`config.mk`:
```
export PLATFORM = sky130hd
export DESIGN_NAME = dpf_sqrt_cell
export DESIGN_NICKNAME = d
export VERILOG_FILES = /design/src/hdl/dpf_pkg.sv /design/src/hdl/dpf_sqrt_cell.sv
export SDC_FILE = /design/constraint.sdc
export NUM_CORES = 1
export LEC_CHECK = 0
export BUFFER_PORTS_ARGS = -buffer_cell sky130_fd_sc_hd__buf_2
export CELL_PAD_IN_SITES_DETAIL_PLACEMENT = 1
export CELL_PAD_IN_SITES_GLOBAL_PLACEMENT = 1
export CORE_UTILIZATION = 38
export DETAILED_ROUTE_END_ITERATION = 10
export PLACE_DENSITY_LB_ADDON = 0.1
export SLEW_MARGIN = 20
export SYNTH_ARGS = -nofsm -noshare
export SYNTH_HDL_FRONTEND = slang
export SYNTH_SLANG_ARGS = --single-unit
```
`constraint.sdc`:
```
create_clock -name clk -period 3.6 [get_ports clk]
set_clock_uncertainty 0.1 [all_clocks]
set_input_delay 0.54 -clock clk [delete_from_list [all_inputs] [get_ports clk]]
set_output_delay 0.54 -clock clk [all_outputs]
set_load 0.05 [all_outputs]
```
`src/hdl/dpf_pkg.sv`:
```
// shared constants, codes and cell data types for the disk potential force pipeline
`default_nettype none
package dpf_pkg;

	localparam int FRAC_BITS = 16;
	localparam int XW = 32;
	localparam int STAT_W = 2;
	localparam int CFG_IW = 2;
	localparam int IN_W = 3 * XW;
	localparam int OUT_W = ((4 * XW + STAT_W + 7) / 8) * 8;

	localparam int SQ_N = 34;
	localparam int ROOT_W = SQ_N;
	localparam int RAD_W = 2 * SQ_N;
	localparam int SREM_W = SQ_N + 2;

	localparam int CH_W = 34;
	localparam int P_W = XW + 1;
	localparam int D_W = 2 * P_W + 1;
	localparam int DEN_W = D_W + ROOT_W;
	localparam int DENW_W = DEN_W + XW;
	localparam int DREM_W = DENW_W + 1;
	localparam int GZP_W = 2 * XW + P_W;
	localparam int N_W = GZP_W + 2 * FRAC_BITS;
	localparam int Q_W = XW;

	localparam int DEPTH = 2 + SQ_N + 3 + SQ_N + 5 + Q_W + 1;

	localparam logic [CFG_IW-1:0] REG_MASS = 2'd0;
	localparam logic [CFG_IW-1:0] REG_SCALE_A = 2'd1;
	localparam logic [CFG_IW-1:0] REG_SCALE_B_SQ = 2'd2;

	localparam logic [STAT_W-1:0] ST_OK = 2'd0;
	localparam logic [STAT_W-1:0] ST_SAT = 2'd1;
	localparam logic [STAT_W-1:0] ST_SING = 2'd2;

	localparam logic [XW-1:0] ONE_Q = XW'(1) << FRAC_BITS;

	typedef struct packed {
		logic [SREM_W-1:0] rem;
		logic [ROOT_W-1:0] root;
		logic [RAD_W-1:0] rad;
	} sq_t;

	typedef struct packed {
		logic [DREM_W-1:0] rem;
		logic [DENW_W-1:0] dv;
		logic [Q_W-1:0] lo;
		logic [Q_W-1:0] quo;
	} dv_t;

endpackage
`default_nettype wire

```
`src/hdl/dpf_sqrt_cell.sv`:
```
// one bit of a digit-by-digit integer square root
`default_nettype none
module dpf_sqrt_cell (
	input wire logic clk,
	input wire logic en,
	input wire dpf_pkg::sq_t arg,
	output dpf_pkg::sq_t res_q
);

	logic [dpf_pkg::SREM_W-1:0] rs;
	logic [dpf_pkg::SREM_W-1:0] tr;
	logic [dpf_pkg::SREM_W-1:0] df;
	logic ge;

	assign rs = {arg.rem[dpf_pkg::SREM_W-3:0], arg.rad[dpf_pkg::RAD_W-1 -: 2]};
	assign tr = {arg.root, 2'b01};
	assign ge = rs >= tr;
	assign df = rs - tr;

	always_ff @(posedge clk) begin
		if (en) begin
			res_q.rem <= ge ? df : rs;
			res_q.root <= {arg.root[dpf_pkg::ROOT_W-2:0], ge};
			res_q.rad <= {arg.rad[dpf_pkg::RAD_W-3:0], 2'b00};
		end
	end

endmodule
`default_nettype wire

```
==> results.md <==
- GR Util met3: 5.44%
- Area Growth Syn to Fin: 33.2%
- Max Fanout on Critical Path: 6
- Slew HR: 61.1%
- Post-detail-place hpwl: 15000 um
- Final net count: 973
- Syn_area_per_cell: 13.5 um^2
- Commonest non-fill, non-tap cells in the layout: buf_2 (272), edfxtp_1 (136), inv_1 (42)
- Share of cells above drive strength 1: 45.7%
- Reg area: 4080 um^2
- Async SR Flop Fraction: 0%
- First-pass GRT wire length: 28900 um
- Fill cells: 1896
- Port Buf Inserts: 273
- Hold WC Path Type: in -> reg
- Post-synth EDFFs: 136
- Setup Buffers After CTS: 0
- Vias per inst: 4.93
- Die height: 136 um
- Final instance area: 9110 um^2
- Maxcap violations: 0
- Routing usage on met1: 23.9%
- Number of global-route vias before repair: 5328
- Setup crit start kind: input pin
- Req. time, crit path: 3.68 ns
- Die Area: 18500 um^2
- Final worst slack: 0.592 ns
- Clock sink total: 136
- Register area share after synthesis: 59.7%
- Slowest CP cell: ha_1
- Ys flop type: edfxtp_1
- Tcrit/Tclk final: 83.6%
- Switching share of power: 34.5%
- CP Class: in -> reg
- Int Pwr: 3.35 mW
- Busiest grt layer: met2
- Commonest non-fill, non-tap cell in the layout: buf_2
- CTS H-Tree Depth: 4
- Via count: 5106
- Post-synth cell types: 58
- Clock transition at the registers of the reported paths: 0.07 ns
- Routed Antenna Nets: 0
- Pleak: 4.13 nW
- 1st-iter DRT viols: 158
- Endpoints failing hold: 0
- DRC: 0
- CP most frequent cell: a311oi_2
- FMAX: 332 MHz
- Largest register FFs: 136
- Crit-path leading delay family: compound AO/OA/AOI/OAI gates
- Crit end category: register
- I/O pins: 278
- Power per cell area: 561 nW/um^2
- Max-slew violations: 0
- Yosys reg bits: 136
- Psw: 1.76 mW
- WL/cell: 18.6 um
- CP arrival: 3.09 ns
- Total core area: 17400 um^2
- YS warnings: 0
- Antenna violations before repair: 2
- RSZ-0062 raised after global routing: false
- DP Area: 8530 um^2
- CP Buf/Inv Count: 2
- Max clock buf depth: 2
- WHS: 0.193 ns
- First-pass DRT Iterations: 7
- Total congestion overflow: 0
- Maximum VDD drop: 0.000426 V
- Synth Instances: 506
- Sequential Power Share: 38.4%
- Setup total negative slack: 0 ns
- Gpl congestion: 0.795
- Pre-CTS WS: 0.118 ns
- Root Buffer: clkbuf_16
- Status: finished clean
- Clock network fraction of design power: 34.1%
- GRT Overall Usage: 20.8%
- Largest net degree at the start of global routing: 61
- Crit-path cells: buf_2 > inv_1 > ha_1 > a21o_1 > a21oi_2 > nor3b_2 > o211ai_1 > a311oi_2 > o21ai_2 > a311oi_2 > xnor2_1 > mux2_2
- GR Util met2: 37.4%
- Cts hold-fix bufs: 0
- Mapped Area: 6840 um^2
- Top-area cell type share of the netlist area: 59.7%
- Row count: 48
- CTS tree: done
- Wirelength, routed: 19300 um
- Area of the multi-input gates: 2490 um^2
- Combinational cell fraction of total power: 27.5%
- Die width: 136 um
- Initial core utilization: 39.3%
- Worst-margin pin slew: 0.584 ns
- Total power: 5.11 mW
- Crit path time final: 3.01 ns
- Top cells by area, synth: edfxtp_1 (60%), ha_1 (6.6%), mux2_4 (5.7%), xnor2_1 (2.8%), inv_1 (2.3%)
- Slowest Stage Delay on Critical Path: 0.36 ns
- Post-cts resize count: 0
- Num CTS Buffers: 17
- Setup-failing EPs final: 0
- Top reg by flops: res_q
- Top flop regs: res_q (136)
- Cell taking the most area after synthesis: edfxtp_1
==> routing by layer <==
metal	wire length [um]	share of wire (%)
met2	9860	51
met1	7910	41
met3	1270	6.6
met5	13	0.067
met4	214	1.1
==> cell usage after synthesis (3+ instances only) <==
library cell	count
a21o_1	19
clkbuf_1	5
buf_2	4
a211oi_2	3
o21ai_0	19
nor2_1	25
mux2_4	26
inv_1	42
nand2b_1	4
o21bai_1	5
xor2_1	11
nand2_1	27
xnor2_1	22
nor2b_1	5
edfxtp_1	136
mux2i_1	3
nand3_1	11
ha_1	36
a21oi_1	23
nand4_1	6
mux2_2	8
buf_6	6
o211ai_1	7
nor3_1	5
==> cell type report <==
cell class | instances | share of cell area [%]
clock buffers | 17 | 4.67
inverters | 42 | 1.73
flip-flops and latches | 136 | 44.8
repair buffers | 288 | 16.6
multi-input cells | 312 | 27.4
well taps | 225 | 3.09
diodes | 1 | 0.0275
clock inverters | 15 | 1.74
==> kinds of logic after synthesis <==
logic type | share of synthesized area, %
AND/OR/NAND/NOR | 7.39
XOR/XNOR | 4.22
multiplexers | 7.46
AO/OA/AOI/OAI | 10.5
flip-flops | 59.7
other | 0.0548
adder cells (fa/ha/maj) | 6.58
buffers and inverters | 4.08
==> path summary, 6_finish.rpt <==
path	from	endpoint	slack, ns	depth (start not counted)
hold / removal	arg[61]	res_q[63]	0.19	1
setup / recovery	arg[76]	res_q[135]	0.59	12
==> metrics by stage <==
stage                     util (%)  instances
final                         52.3       1036
after global routing          52.3       1036
after CTS                     52.3       1035
after detailed placement      49.0       1003
after global placement        49.0       1003
after floorplan                  -        507
==> power groups by stage <==
| stage | registers (mW) | clock network, mW | logic [mW] |
|---|---|---|---|
| detailed placement | 2.00 | 0 | 1.41 |
| global placement | 1.99 | 0 | 1.39 |
| global route | 1.98 | 1.83 | 1.49 |
| finish | 1.97 | 1.74 | 1.41 |
| floorplan | 2.54 | 0 | 0.480 |
| CTS | 1.97 | 1.78 | 1.42 |
Power figures use the tool's default switching activity.
