--- src/hdl/dpf_pkg.sv ---
// shared constants, codes and cell data types for the disk potential force pipeline
`default_nettype none
package dpf_pkg;

	localparam int FRAC_BITS = 16;
	localparam int XW = 32;
	localparam int STAT_W = 2;
	localparam int CFG_IW = 2;
	localparam int IN_W = 3 * XW;
	localparam int OUT_W = ((4 * XW + STAT_W + 7) / 8) * 8;

	localparam int SQ_N = 34;
	localparam int ROOT_W = SQ_N;
	localparam int RAD_W = 2 * SQ_N;
	localparam int SREM_W = SQ_N + 2;

	localparam int CH_W = 34;
	localparam int P_W = XW + 1;
	localparam int D_W = 2 * P_W + 1;
	localparam int DEN_W = D_W + ROOT_W;
	localparam int DENW_W = DEN_W + XW;
	localparam int DREM_W = DENW_W + 1;
	localparam int GZP_W = 2 * XW + P_W;
	localparam int N_W = GZP_W + 2 * FRAC_BITS;
	localparam int Q_W = XW;

	localparam int DEPTH = 2 + SQ_N + 3 + SQ_N + 5 + Q_W + 1;

	localparam logic [CFG_IW-1:0] REG_MASS = 2'd0;
	localparam logic [CFG_IW-1:0] REG_SCALE_A = 2'd1;
	localparam logic [CFG_IW-1:0] REG_SCALE_B_SQ = 2'd2;

	localparam logic [STAT_W-1:0] ST_OK = 2'd0;
	localparam logic [STAT_W-1:0] ST_SAT = 2'd1;
	localparam logic [STAT_W-1:0] ST_SING = 2'd2;

	localparam logic [XW-1:0] ONE_Q = XW'(1) << FRAC_BITS;

	typedef struct packed {
		logic [SREM_W-1:0] rem;
		logic [ROOT_W-1:0] root;
		logic [RAD_W-1:0] rad;
	} sq_t;

	typedef struct packed {
		logic [DREM_W-1:0] rem;
		logic [DENW_W-1:0] dv;
		logic [Q_W-1:0] lo;
		logic [Q_W-1:0] quo;
	} dv_t;

endpackage
`default_nettype wire

--- src/hdl/dpf_div_cell.sv ---
// one quotient bit of a restoring divider
`default_nettype none
module dpf_div_cell (
	input wire logic clk,
	input wire logic en,
	input wire dpf_pkg::dv_t arg,
	output dpf_pkg::dv_t res_q
);

	logic [dpf_pkg::DREM_W-1:0] rs;
	logic [dpf_pkg::DREM_W-1:0] dext;
	logic [dpf_pkg::DREM_W-1:0] df;
	logic ge;

	assign rs = {arg.rem[dpf_pkg::DREM_W-2:0], arg.lo[dpf_pkg::Q_W-1]};
	assign dext = {1'b0, arg.dv};
	assign ge = rs >= dext;
	assign df = rs - dext;

	always_ff @(posedge clk) begin
		if (en) begin
			res_q.rem <= ge ? df : rs;
			res_q.dv <= arg.dv;
			res_q.lo <= {arg.lo[dpf_pkg::Q_W-2:0], 1'b0};
			res_q.quo <= {arg.quo[dpf_pkg::Q_W-2:0], ge};
		end
	end

endmodule
`default_nettype wire

--- config.mk ---
export PLATFORM = sky130hd
export DESIGN_NAME = dpf_div_cell
export DESIGN_NICKNAME = d
export VERILOG_FILES = /design/src/hdl/dpf_pkg.sv /design/src/hdl/dpf_div_cell.sv
export SDC_FILE = /design/constraint.sdc
export NUM_CORES = 1
export LEC_CHECK = 0
export BUFFER_PORTS_ARGS = -buffer_cell sky130_fd_sc_hd__buf_2
export CAP_MARGIN = 20
export CORE_AREA = 8 8 252 254
export DETAILED_ROUTE_END_ITERATION = 6
export DIE_AREA = 0 0 260 262
export GPL_TIMING_DRIVEN = 0
export SLEW_MARGIN = 20
export SYNTH_ARGS = -nofsm -noshare
export SYNTH_HDL_FRONTEND = slang
export SYNTH_SLANG_ARGS = --single-unit
--- constraint.sdc ---
create_clock -name clk -period 5.11 [get_ports clk]
set_input_delay 0.511 -clock clk [delete_from_list [all_inputs] [get_ports clk]]
set_output_delay 0.511 -clock clk [all_outputs]
set_load 0.005 [all_outputs]
==> out/summary.txt, run 1 <==
Peak supply drop: 0.246 mV
First-pass GRT wire length: 124,000 um
Vias in the first global route: 20,060
Dpl cells: 3,655
TritonCTS Buffers: 39
Slowest cell delay on critical path: 0.61 ns
Buffers plus inverters on the worst setup path: 6
Biggest regs: res_q (330)
WL final: 85,900 um
Slew margin rel.: 0.346
Wirelength per Cell: 23.0 um
Max_cap viols: 0
Largest net degree at the start of global routing: 109
Endpoints failing setup: 0
Die ar.: 0.0681 sq mm
Reg with most FFs: res_q
Bufs on Longest Clock Path: 3
Num rows: 90
Worst setup EP type: register
Peak fanout along the critical path: 10
Core area: 0.0596 sq mm
Levels on crit path: 19
Die Y: 262 um
Reg area: 0.00991 sq mm
Final Instance Area: 0.0265 sq mm
Final Wtd Congestion: 0.918
Pins Over Slew Limit: 0
# DRC: 1
Initial core utilization: 0.350
RSZ-0062 raised after global routing: false
# IOs: 664
Seq/Total Area, Yosys: 0.475
# H-tree levels: 2
DP Area: 0.0253 sq mm
Status: finished, violations left
Remaining antenna violation count: 0
1st-iter DRT viols: 1,314
Die width: 260 um
Synthesized Nets: 2,675
Dpl hpwl: 71,300 um
Worst Max-Slew Pin Slew: 0.982 ns
Syn Inst Count: 2,208
Syn Std Cell Area: 0.0209 sq mm
Crit. Startpoint: arg[104]
Clk slew on worst S/H paths: 0.06 ns
Initial antenna violation count: 22
# fillers: 5,901
CTS Root Cell: clkbuf_16
Yosys warns: 0
Failing checks: DRC
Final Hold Fails: 0
HP Class: input port to register
Gr usage total: 0.238
Multi-input gate area: 0.00981 sq mm
End of the critical path: res_q[306]
Final Net Count: 3,382
Worst path arrival time: 5.20 ns
Seq cells post-synth: 330
Via density: 5.28
Post-Layout Cell Count: 3,730
Layout Utilization: 0.446
Total power: 8.35 mW
Max reg flops: 330
Layout cells sized above 1: 0.265
Via count: 19,712
Crit Path Class: input port to register
CP top delay family: compound AO/OA/AOI/OAI gates
Startpoint types: input port
First-pass iteration count of the detailed router: 7
CTS Sinks: 330
Hold path startpoint: arg[38]
Post-synthesis async set-or-reset flop share: 0
Post-synth cell types: 76
Setup TNS Final: 0 ns
Max Fclk: 203 MHz
Crit path cell chain: buf_2 > inv_1 > ha_1 > clkbuf_1 > nand2_1 > o21ai_0 > nand2_1 > a21bo_2 > a21boi_1 > nand3b_1 > a221oi_2 > or4_4 > a2111oi_4 > nor2_2 > inv_2 > buf_6 > buf_6 > nor2_1 > a311oi_1
CTS tree: done
Fin crit period: 4.92 ns
CP max stage cell: or4_4
Average size of a mapped cell: 9.45 sq um
Fin crit share: 0.962
Remaining global-route overflow: 0
Hold-fix buffer count after cts: 0
Area Overhead vs Synth: 27.2%
Leakage: 11.6 nW
Number of flops mapped to enable cells by yosys: 330
Req. time, crit path: 5.40 ns
Pwr Density: 315 mW/mm^2
Dominant synthesized flop cell: edfxtp_1
Port-buffer cells: 660
==> what timing repair did <==
action | CTS | global route
pin swaps | 0 | 1
buffers inserted | 0 | 1
setup endpoints to repair | 22 | 38
gates resized for setup | 6 | 10
==> how the worst min path moves through the flow <==
stage / cells after the start / to / slack (ns)
floorplan: 0 / res_q[100] / 0.61
global route: 1 / res_q[47] / 0.10
detailed placement: 1 / res_q[24] / 0.69
global placement: 1 / res_q[54] / 0.69
CTS: 1 / res_q[8] / 0.09
finish: 1 / res_q[39] / 0.12
==> power by group <==
group          internal [mW]  switching [mW]
clock                   1.56            1.13
sequential              3.36          0.0768
combinational          0.841            1.39
total                   5.76            2.60
==> logic make-up (layout without fill, tap and decap cells) <==
logic type	Yosys count	count (layout)	synth area share
adders and majority gates	134	134	0.0807
buffers and inverters	300	1033	0.0574
DFF	330	330	0.475
muxes	2	2	0.000959
AOI/OAI and AO/OA	699	699	0.200
other	1	8	0.000180
xor gates and xnor gates	117	117	0.0491
and+or+nand+nor	625	625	0.137
==> routing by layer <==
layer	track usage	up-vias	part of all wire
met5	0	-	0.00047
met3	0.0595	123	0.081
met4	0.0625	8	0.024
met1	0.285	9395	0.40
met2	0.421	779	0.50
li1	-	9407	-
==> Yosys cell counts (39+ instances only) <==
library cell	count	area [sq um]
xor2_1	43	377
nand2_1	189	709
ha_1	133	1660
nor3_1	39	195
o21ai_0	147	736
edfxtp_1	330	9910
a21oi_1	318	1590
o21bai_1	51	383
clkbuf_1	78	293
xnor2_1	74	648
nand4_1	68	425
nor2_1	229	860
inv_1	193	724
a21o_1	53	398
==> cells in the final DEF, fill, tap and decap left out, types with 53 or more instances in the layout <==
| master | instances |
|---|---|
| nor2_1 | 229 |
| clkbuf_1 | 79 |
| edfxtp_1 | 330 |
| inv_1 | 193 |
| o21ai_0 | 145 |
| a21oi_1 | 317 |
| nand4_1 | 68 |
| nand2_1 | 189 |
| buf_2 | 677 |
| ha_1 | 133 |
| a21o_1 | 53 |
| xnor2_1 | 74 |
==> cell type report <==
type | count | area share
flip-flops and latches | 330 | 0.373
multi-input cells | 1578 | 0.370
repair buffers | 666 | 0.129
clock buffers | 45 | 0.0392
well taps | 782 | 0.0369
inverters | 194 | 0.0274
plain buffers | 106 | 0.0179
clock inverters | 22 | 0.00618
diodes | 7 | 0.000660
==> metrics by stage <==
stage          setup WS (ns)  hold WS, ns
2_1_floorplan          0.980        0.610
3_3_place_gp           -1.87        0.689
3_5_place_dp           -1.30        0.689
4_1_cts               0.0395       0.0916
5_1_grt               0.0294        0.101
6_report               0.194        0.121
Power figures use the tool's default switching activity.
==> run 2: changes to the inputs <==
Settings changed: PLACE_DENSITY set to 0.68.
==> out/summary.txt, run 2 (synthesis gave the netlist of run 1 again) <==
Commonest non-fill, non-tap cell in the layout: buf_2
Num rows: 90
Top cell by count, worst path: o21ai_0
Hold-fix buffer count after cts: 0
Final Wtd Congestion: 0.941
Crit path cell chain: buf_2 > inv_1 > ha_1 > nor2b_1 > o21bai_1 > a21boi_0 > o21ai_0 > a2111oi_2 > buf_2 > o2111ai_1 > a31oi_2 > a31oi_2 > o21ai_0 > o21ai_0 > nor4b_1 > nor3_1
CP max stage cell: o2111ai_1
Fin crit share: 0.992
First-pass GRT wire length: 121,000 um
Status: complete, no violations
Setup TNS Final: 0 ns
Post-CTS Setup Bufs: 0
Req. time, crit path: 5.40 ns
CTS tree: done
WL final: 85,800 um
Die ar.: 0.0681 sq mm
TritonCTS Buffers: 39
Crit Path Class: input port to register
Wirelength per Cell: 23.0 um
Clk slew on worst S/H paths: 0.06 ns
HP Class: input port to register
Final Hold Fails: 0
Area Overhead vs Synth: 27.3%
Gr usage total: 0.236
Via count: 19,829
CTS Root Cell: clkbuf_16
Pins Over Slew Limit: 0
Worst Max-Slew Pin Slew: 1.01 ns
Endpoints failing setup: 0
Final Net Count: 3,380
Hold slack: 0.119 ns
RSZ-0062 raised after global routing: false
Startpoint types: input port
Vias in the first global route: 19,416
Leakage: 11.6 nW
Worst setup EP type: register
Pwr Density: 316 mW/mm^2
Slowest cell delay on critical path: 0.63 ns
Slew margin rel.: 0.317
Max Fclk: 197 MHz
Port-buffer cells: 660
Remaining antenna violation count: 0
Peak fanout along the critical path: 4
First-pass iteration count of the detailed router: 6
Commonest non-fill, non-tap cells in the layout: 677 x buf_2, 330 x edfxtp_1, 317 x a21oi_1, 229 x nor2_1, 193 x inv_1
1st-iter DRT viols: 1,459
# IOs: 664
Core area: 0.0596 sq mm
# DRC: 0
Layout cells sized above 1: 0.267
Remaining global-route overflow: 0
Peak supply drop: 0.300 mV
Dpl hpwl: 71,100 um
Reg with most FFs: res_q
# fillers: 5,854
Max_cap viols: 0
Worst path arrival time: 5.36 ns
Fin crit period: 5.07 ns
# H-tree levels: 2
Bufs on Longest Clock Path: 3
Initial antenna violation count: 13
Largest net degree at the start of global routing: 104
CTS Sinks: 330
Max reg flops: 330
Die width: 260 um
Via density: 5.32
Die Y: 262 um
Initial core utilization: 0.350
Biggest regs: res_q (330)
## run 2: per-stage QoR
step | util | power (mW) | instance area (sq um) | instances | setup WS, ns
2_1_floorplan | - | 4.67 | 20900 | 2208 | 0.980
3_3_place_gp | 0.422 | 5.70 | 25100 | 3650 | -1.80
3_5_place_dp | 0.424 | 5.70 | 25300 | 3654 | -0.956
4_1_cts | 0.445 | 8.47 | 26500 | 3726 | 0.0759
5_1_grt | 0.446 | 8.78 | 26600 | 3727 | 0.0220
6_report | 0.446 | 8.38 | 26600 | 3730 | 0.0390
## run 2: worst max-delay path: cells and delay by family
| kind | cells | cell delay, ns |
|---|---|---|
| compound gates | 9 | 3.55 |
| simple gates | 3 | 0.58 |
| buf+inv | 3 | 0.36 |
| fa+ha+maj | 1 | 0.32 |
## run 2: what timing repair did
item                       4_1_cts  5_1_grt
pin swaps                        0        1
setup endpoints to repair       19      107
gates resized for setup          6       12
## run 2: area by class of cell
class | count | area (sq um) | area share
clock inverters | 25 | 203 | 0.00763
clock buffers | 47 | 1030 | 0.0387
well taps | 782 | 978 | 0.0368
repair buffers | 664 | 3400 | 0.128
inverters | 194 | 728 | 0.0274
plain buffers | 106 | 478 | 0.0180
multi-input cells | 1578 | 9830 | 0.370
diodes | 4 | 10.0 | 0.000377
flip-flops and latches | 330 | 9910 | 0.373
## run 2: final timing paths
kind    endpoint  slack, ns  startpoint  cells after the start
max   res_q[314]       0.04     arg[65]                     16
min     res_q[9]       0.12      arg[8]                      1
## run 2: layer usage
metal  wire length (um)  part of all wire  GRT usage
met1              33100              0.39      0.277
met2              42200              0.49      0.419
met3               7910             0.092     0.0622
met4               2550             0.030     0.0713
met5                 92            0.0011          0
## run 2: power breakdown
part           switching (mW)  internal, mW
clock network            1.16          1.55
registers              0.0711          3.36
logic                    1.40         0.841
